## config.mk

```make
export PLATFORM = sky130hd
export DESIGN_NAME = sorted_table_insert_delete_flat
export DESIGN_NICKNAME = d
export VERILOG_FILES = /design/src/sv/sti_pkg.sv /design/src/sv/sti_if.sv /design/src/sv/sti_cell.sv /design/src/sv/sorted_table_insert_delete.sv /design/src/flat_wrapper.sv
export SDC_FILE = /design/constraint.sdc
export NUM_CORES = 2
export LEC_CHECK = 0
export BUFFER_PORTS_ARGS = -buffer_cell sky130_fd_sc_hd__buf_4
export CAP_MARGIN = 20
export CORE_AREA = 2 2 263 265
export DETAILED_ROUTE_END_ITERATION = 12
export DIE_AREA = 0 0 265 267
export PLACE_DENSITY = 0.84
export REMOVE_ABC_BUFFERS = 1
export SLEW_MARGIN = 20
export SYNTH_ARGS = -nofsm -noshare
export SYNTH_HDL_FRONTEND = slang
export SYNTH_SLANG_ARGS = --single-unit
```

## constraint.sdc

```tcl
create_clock -name clock -period 7.2 [get_ports clock]
set_input_delay 0.72 -clock clock [delete_from_list [all_inputs] [get_ports clock]]
set_output_delay 0.72 -clock clock [all_outputs]
set_load 0.01 [all_outputs]
```

## src/sv/sti_pkg.sv

```systemverilog
// shared constants and types for the sorted table
`timescale 1ns / 1ps

package sti_pkg;

   // table geometry
   localparam int DEPTH = 16;
   localparam int IDX_W = (DEPTH > 1) ? $clog2(DEPTH) : 1;
   localparam int CNT_W = $clog2(DEPTH + 1);

   // item field widths
   localparam int VALUE_W = 32;
   localparam int INDEX_W = 4;
   localparam int COUNT_W = 5;

   // request codes
   typedef enum logic [1:0] {
      OP_INSERT = 2'd0,
      OP_DELETE = 2'd1,
      OP_READ   = 2'd2,
      OP_NONE   = 2'd3
   } sti_op_type;

   // result status codes
   typedef enum logic [1:0] {
      ST_OK        = 2'd0,
      ST_FULL      = 2'd1,
      ST_NOT_FOUND = 2'd2,
      ST_BAD_INDEX = 2'd3
   } sti_status_type;

   // per-cycle command broadcast to every cell
   typedef struct packed {
      logic ins;
      logic del;
   } sti_ctrl_type;

endpackage

```

## src/sv/sti_if.sv

```systemverilog
// request and response channel interfaces
`timescale 1ns / 1ps

interface sti_req_if;
   logic                                  valid;
   logic                                  ready;
   logic [1:0]                            req_type;
   logic signed [sti_pkg::VALUE_W-1:0]    value;
   logic [sti_pkg::INDEX_W-1:0]           index;

   modport source (output valid, output req_type, output value, output index, input ready);
   modport sink   (input valid, input req_type, input value, input index, output ready);
endinterface

interface sti_rsp_if;
   logic                                  valid;
   logic                                  ready;
   logic [1:0]                            status;
   logic signed [sti_pkg::VALUE_W-1:0]    read_value;
   logic [sti_pkg::COUNT_W-1:0]           count;

   modport source (output valid, output status, output read_value, output count, input ready);
   modport sink   (input valid, input status, input read_value, input count, output ready);
endinterface

```

## src/sv/sti_cell.sv

```systemverilog
// one slot of the sorted row: compare against the item value and shift
`timescale 1ns / 1ps

module sti_cell (
   input  logic                               clock,
   input  logic                               reset,
   input  sti_pkg::sti_ctrl_type              ctrl,
   input  logic signed [sti_pkg::VALUE_W-1:0] value,
   // neighbor toward the smaller end
   input  logic signed [sti_pkg::VALUE_W-1:0] left_entry,
   input  logic                               left_valid,
   input  logic                               left_ins_pos,
   // neighbor toward the larger end
   input  logic signed [sti_pkg::VALUE_W-1:0] right_entry,
   input  logic                               right_valid,
   output logic signed [sti_pkg::VALUE_W-1:0] entry,
   output logic                               valid,
   output logic                               ins_pos,
   output logic                               match
);

   logic signed [sti_pkg::VALUE_W-1:0] entry_ff, entry_in;
   logic                               valid_ff, valid_in;
   logic                               del_pos;

   // position flags are monotone along the row since the row stays sorted
   assign ins_pos = !valid_ff || (entry_ff > value);
   assign del_pos = !valid_ff || (entry_ff >= value);
   assign match   = valid_ff && (entry_ff == value);

   // next slot contents
   always_comb begin
      entry_in = entry_ff;
      valid_in = valid_ff;
      if (ctrl.ins && ins_pos) begin
         if (left_ins_pos) begin
            entry_in = left_entry;
            valid_in = left_valid;
         end else begin
            entry_in = value;
            valid_in = 1'b1;
         end
      end else if (ctrl.del && del_pos) begin
         entry_in = right_entry;
         valid_in = right_valid;
      end
   end

   // entry payload, no reset
   always_ff @(posedge clock) begin
      entry_ff <= entry_in;
   end

   // occupancy flag
   always_ff @(posedge clock) begin
      if (reset) begin
         valid_ff <= 1'b0;
      end else begin
         valid_ff <= valid_in;
      end
   end

   assign entry = entry_ff;
   assign valid = valid_ff;

endmodule

```

## src/sv/sorted_table_insert_delete.sv

```systemverilog
// sorted table top level: row of compare-and-shift cells plus response register
//
//   channel  dir  fields                          accepted when
//   req      in   req_type, value, index          req.valid && req.ready
//   rsp      out  status, read_value, count       rsp.valid && rsp.ready
//
// for each item all cells compare against the item value in
// parallel and shift by one place in the same clock edge
// one item per cycle unless rsp stalls; the response register is the only stage
// reset clears the cell occupancy flags, the count and the response valid
// a stalled response holds; a new item is taken when the response slot is
// empty or being drained in the same cycle
`timescale 1ns / 1ps

module sorted_table_insert_delete (
   input  logic      clock,
   input  logic      reset,
   sti_req_if.sink   req,
   sti_rsp_if.source rsp
);

   localparam int DEPTH = sti_pkg::DEPTH;
   localparam logic [sti_pkg::CNT_W-1:0] CNT_ONE = 1;

   logic signed [sti_pkg::VALUE_W-1:0] cell_entry   [DEPTH];
   logic                               cell_valid   [DEPTH];
   logic                               cell_ins_pos [DEPTH];
   logic [DEPTH-1:0]                   cell_match;

   sti_pkg::sti_ctrl_type              ctrl;
   logic                               accept;
   logic                               full;
   logic                               found;
   logic [sti_pkg::IDX_W-1:0]          rd_idx;
   logic                               rd_in_range;

   logic [sti_pkg::CNT_W-1:0]          count_ff, count_in;
   logic                               rsp_valid_ff, rsp_valid_in;
   sti_pkg::sti_status_type            status_ff, status_in;
   logic signed [sti_pkg::VALUE_W-1:0] read_value_ff, read_value_in;
   logic [31:0]                        count_wide;

   // handshake
   assign req.ready = !rsp_valid_ff || rsp.ready;
   assign accept    = req.valid && req.ready;

   assign full  = (32'(count_ff) == DEPTH);
   assign found = |cell_match;

   // command to the row
   always_comb begin
      ctrl.ins = accept && (req.req_type == sti_pkg::OP_INSERT) && !full;
      ctrl.del = accept && (req.req_type == sti_pkg::OP_DELETE) && found;
   end

   // row of cells
   for (genvar i = 0; i < DEPTH; i++) begin : g_cell
      logic signed [sti_pkg::VALUE_W-1:0] l_entry, r_entry;
      logic                               l_valid, l_pos, r_valid;

      if (i == 0) begin : g_first
         assign l_entry = '0;
         assign l_valid = 1'b0;
         assign l_pos   = 1'b0;
      end else begin : g_mid_l
         assign l_entry = cell_entry[i-1];
         assign l_valid = cell_valid[i-1];
         assign l_pos   = cell_ins_pos[i-1];
      end

      if (i == DEPTH - 1) begin : g_last
         assign r_entry = '0;
         assign r_valid = 1'b0;
      end else begin : g_mid_r
         assign r_entry = cell_entry[i+1];
         assign r_valid = cell_valid[i+1];
      end

      sti_cell u_cell (
         .clock        (clock),
         .reset        (reset),
         .ctrl         (ctrl),
         .value        (req.value),
         .left_entry   (l_entry),
         .left_valid   (l_valid),
         .left_ins_pos (l_pos),
         .right_entry  (r_entry),
         .right_valid  (r_valid),
         .entry        (cell_entry[i]),
         .valid        (cell_valid[i]),
         .ins_pos      (cell_ins_pos[i]),
         .match        (cell_match[i])
      );
   end

   // read port index
   assign rd_idx      = sti_pkg::IDX_W'(req.index);
   assign rd_in_range = (32'(req.index) < DEPTH) && cell_valid[rd_idx];

   // decode request into response and new count
   always_comb begin
      count_in      = count_ff;
      status_in     = sti_pkg::ST_OK;
      read_value_in = '0;
      unique case (req.req_type)
         sti_pkg::OP_INSERT: begin
            if (full) begin
               status_in = sti_pkg::ST_FULL;
            end else begin
               count_in = count_ff + CNT_ONE;
            end
         end
         sti_pkg::OP_DELETE: begin
            if (found) begin
               count_in = count_ff - CNT_ONE;
            end else begin
               status_in = sti_pkg::ST_NOT_FOUND;
            end
         end
         sti_pkg::OP_READ: begin
            if (rd_in_range) begin
               read_value_in = cell_entry[rd_idx];
            end else begin
               status_in = sti_pkg::ST_BAD_INDEX;
            end
         end
         default: begin
            status_in = sti_pkg::ST_OK;
         end
      endcase
   end

   // response slot valid
   always_comb begin
      rsp_valid_in = rsp_valid_ff;
      if (accept) begin
         rsp_valid_in = 1'b1;
      end else if (rsp.ready) begin
         rsp_valid_in = 1'b0;
      end
   end

   // control state
   always_ff @(posedge clock) begin
      if (reset) begin
         count_ff     <= '0;
         rsp_valid_ff <= 1'b0;
      end else begin
         if (accept) begin
            count_ff <= count_in;
         end
         rsp_valid_ff <= rsp_valid_in;
      end
   end

   // response payload
   always_ff @(posedge clock) begin
      if (accept) begin
         status_ff     <= status_in;
         read_value_ff <= read_value_in;
      end
   end

   assign count_wide     = 32'(count_ff);
   assign rsp.valid      = rsp_valid_ff;
   assign rsp.status     = status_ff;
   assign rsp.read_value = read_value_ff;
   assign rsp.count      = count_wide[sti_pkg::COUNT_W-1:0];

endmodule
```

## src/flat_wrapper.sv

```systemverilog
// flat-port wrapper written by rule: the top's interface ports become plain ports
module sorted_table_insert_delete_flat 
  (clock, reset, req_valid, req_req_type, req_value, req_index, req_ready, rsp_valid, rsp_status, rsp_read_value, rsp_count, rsp_ready);
  sti_req_if req_i ();
  sti_rsp_if rsp_i ();
  input  logic clock;
  input  logic reset;
  input wire logic [$bits(req_i.valid)-1:0] req_valid;
  input wire logic [$bits(req_i.req_type)-1:0] req_req_type;
  input wire logic [$bits(req_i.value)-1:0] req_value;
  input wire logic [$bits(req_i.index)-1:0] req_index;
  output wire logic [$bits(req_i.ready)-1:0] req_ready;
  output wire logic [$bits(rsp_i.valid)-1:0] rsp_valid;
  output wire logic [$bits(rsp_i.status)-1:0] rsp_status;
  output wire logic [$bits(rsp_i.read_value)-1:0] rsp_read_value;
  output wire logic [$bits(rsp_i.count)-1:0] rsp_count;
  input wire logic [$bits(rsp_i.ready)-1:0] rsp_ready;
  assign req_i.valid = req_valid;
  assign req_i.req_type = req_req_type;
  assign req_i.value = req_value;
  assign req_i.index = req_index;
  assign req_ready = req_i.ready;
  assign rsp_valid = rsp_i.valid;
  assign rsp_status = rsp_i.status;
  assign rsp_read_value = rsp_i.read_value;
  assign rsp_count = rsp_i.count;
  assign rsp_i.ready = rsp_ready;
  sorted_table_insert_delete u_core (.clock(clock), .reset(reset), .req(req_i), .rsp(rsp_i));
endmodule
```

==> results.toml <==
[worst_setup_path]
cp-end-kind = "register"
path_cells = "buf_4 > clkinv_1 > ha_1 > nand4_1 > nor4_1 > nand3_1 > o22ai_1 > nor3_1 > nand3_4 > nand2_1 > a41oi_1 > or2_2 > buf_4"
crit_path_max_incr_delay_ns = 0.72
crit_top_cell = "buf_4"
worst-path-max-fanout = 18
crit_path_start_kind = "primary input"
path_class = "primary input to register"
worst_path_max_delay_cell = "clkinv_1"
required_ns = 7.50
arrival_ns = 5.88

[grt]
grt_pass1_vias = 35000
grt_pass1_wl_microns = 221000
track_usage_pct = 41.7
antenna_found_initial = 7
grt_max_degree = 108
grt_overflow = 0

[placed_design]
place.gp.congestion = 1.04
dp_hpwl_microns = 109000
io_buffers = 82

[floorplan]
num_rows = 96
die_x_microns = 265
die_h_microns = 267
ios = 83
core_sq_um = 68000
die_area_sq_um = 70800
initial_core_util_pct = 64.2

[sta]
slew_headroom_pct = 18.9
period_share_pct = 77.5
rsz0062_at_grt = "false"
fin_worst_skew_ns = 0.0279
fin_crit_ns = 5.58
max_freq_mhz = 179
whs_ns = 0.354
finalHoldViolations = 0
drv_slew = 0
worstMarginPinSlew_ns = 1.22
finalSetupViolations = 0

[logic_synthesis]
syn_area_sq_um = 43600
yosysUniqueCellTypes = 83
avgSynthCellArea_sq_um = 10.1
synthFlopType = "edfxtp_1"
synth_top_area_share_pct = 37.6
yosysTopAreaCell = "edfxtp_1"
yosysWarnings = 0
async_flop_share_pct = 0
syn_inst = 4302
seq_area_frac_synth_pct = 38.6
ys_seq_elements = 568
synth_area_leaders = "edfxtp_1, ha_1, mux4_2"
synth-edff-count = 546

[power]
pwr-share-seq_pct = 43.5
swShare_pct = 28.7
power_density_nw_per_um2 = 189
internal-power_mw = 6.38
pwr-share-comb_pct = 16.9
clkPwrFrac_pct = 39.5
peakVddDrop_v = 0.000163
p_leak_nw = 18.5
power.switching_mw = 2.57

[cells_and_area]
fin_util_pct = 69.8
nNetsFinal = 4837
syn2layout_area_growth_pct = 8.79
drive_gt1_share_pct = 12.2

[cts]
cts.repair.resized = 0
cts_sinks = 568
clk_path_buf_depth = 3
cts-root-buf = "clkbuf_16"
cts_htree_levels = 3
path_clk_slew_ns = 0.06
post-cts-setup-buffers = 0
clk_latency_ns = 0.64
cts_buffers = 69
hold_buffers = 0
tritoncts = "done"

[drt]
drc_errors = 0
vias = 37900
routed_wl_microns = 150000
routed_via_density = 7.27
drtAntennaViolNets = 0
drt-pass1-iter-count = 9
wire_per_inst_microns = 28.8
drtIter0Drc = 6076

[run]
maxCapViolations = 0

[outcome]
status = "finished, final reports clean"

[hold_path]
hold_class = "primary input to register"
[area by class of cell]
cell class                      instances  area (sq um)
Antenna cell                            3          7.51
Clock buffer                           94          1930
Clock inverter                         30           300
Fill cell                            5014         20500
Inverter                               89           335
Multi-Input combinational cell       3377         25600
Sequential cell                       568         16800
Tap cell                              882          1100
Timing Repair Buffer                  174          1350
[worst paths after layout]
path / from / endpoint / slack (ns) / cells after the start
max reg2reg: u_core.g_cell[15].u_cell.entry[31] / u_core.g_cell[2].u_cell.entry[28] / 2.35 / 11
min: req_valid / u_core.rsp.valid / 0.35 / 3
max: req_value[16] / u_core.g_cell[2].u_cell.entry[28] / 1.62 / 13
min reg2reg: u_core.rsp.count[4] / u_core.rsp.count[4] / 0.53 / 2
[per-stage QoR]
stage / TNS (ns) / area [sq um] / instances / worst slack, ns / power, mW
after global placement: 0 / 45200 / 5089 / 1.57 / 5.35
after detailed placement: 0 / 45200 / 5089 / 1.43 / 5.40
after floorplan: -255.90 / 42500 / 4034 / -2.68 / 4.82
final: 0 / 47500 / 5217 / 1.62 / 8.95
after global routing: 0 / 47500 / 5217 / 1.53 / 9.16
after CTS: 0 / 47400 / 5213 / 2.05 / 8.87
[cells in the final DEF, fill, tap and decap left out, types with 11 or more instances in the layout]
cell type / n
nor2_1: 564
ha_1: 515
o21ai_0: 213
nand3_1: 53
nand2_1: 262
buf_4: 170
nor2b_1: 48
nor4_1: 24
edfxtp_1: 546
nand2b_1: 19
nand4_1: 116
nor3_1: 46
a21o_1: 75
clkinv_2: 15
a211oi_1: 16
a21oi_1: 718
mux2i_1: 257
mux4_2: 165
o211ai_1: 35
clkbuf_1: 19
dfxtp_1: 22
inv_1: 57
and4_1: 11
xnor2_1: 11
a31oi_1: 16
clkbuf_16: 73
clkinv_1: 37
mux2_2: 30
[power by group through the flow]
stage / sequential, mW / combinational, mW / clock (mW)
final: 3.90 / 1.51 / 3.54
after floorplan: 3.89 / 0.927 / 0
after global routing: 3.90 / 1.62 / 3.64
after global placement: 3.95 / 1.40 / 0
after detailed placement: 3.95 / 1.45 / 0
after CTS: 3.88 / 1.46 / 3.53
[flip-flops by register name, indices dropped and copies added, names as in the netlist]
signal,count
u_core.g_cell.u_cell.entry,512
u_core.rsp.count,5
u_core.rsp.valid,1
u_core.g_cell.u_cell.valid,16
u_core.rsp.status,2
u_core.rsp.read_value,32
[logic make-up after synthesis]
family,synth area share (%)
AO/OA/AOI/OAI,15.4
XOR/XNOR,0.241
adder cells (fa/ha/maj),14.8
buffers and inverters,3.29
flip-flops,38.6
multiplexers,15.3
AND/OR/NAND/NOR,12.4
[routing by layer]
layer / vias to the layer above / share of wire [%] / GRT usage (%) / wire length (microns)
met3: 486 / 16 / 12.5 / 24200
met2: 3209 / 42 / 59.4 / 62400
met4: 4 / 5.3 / 19.1 / 7900
li1: 16400 / - / - / -
met1: 17800 / 37 / 58.5 / 55500
met5: - / 0.018 / 0 / 27
[synthesized netlist by cell type (48+ instances only)]
cell type  count
a21o_1        75
a21oi_1      721
buf_2         48
clkbuf_1     184
edfxtp_1     546
ha_1         515
inv_1         58
mux2i_1      257
mux4_2       165
nand2_1      264
nand3_1       53
nand4_1      116
nor2_1       568
nor2b_1       48
o21ai_0      217
[worst max-delay path, delay by kind of cell]
family / cells / cell delay (ns)
compound gates: 2 / 0.75
fa+ha+maj: 1 / 0.62
buf+inv: 3 / 1.33
simple gates: 7 / 2.43
Note: power is estimated with default switching activity, not from simulation.
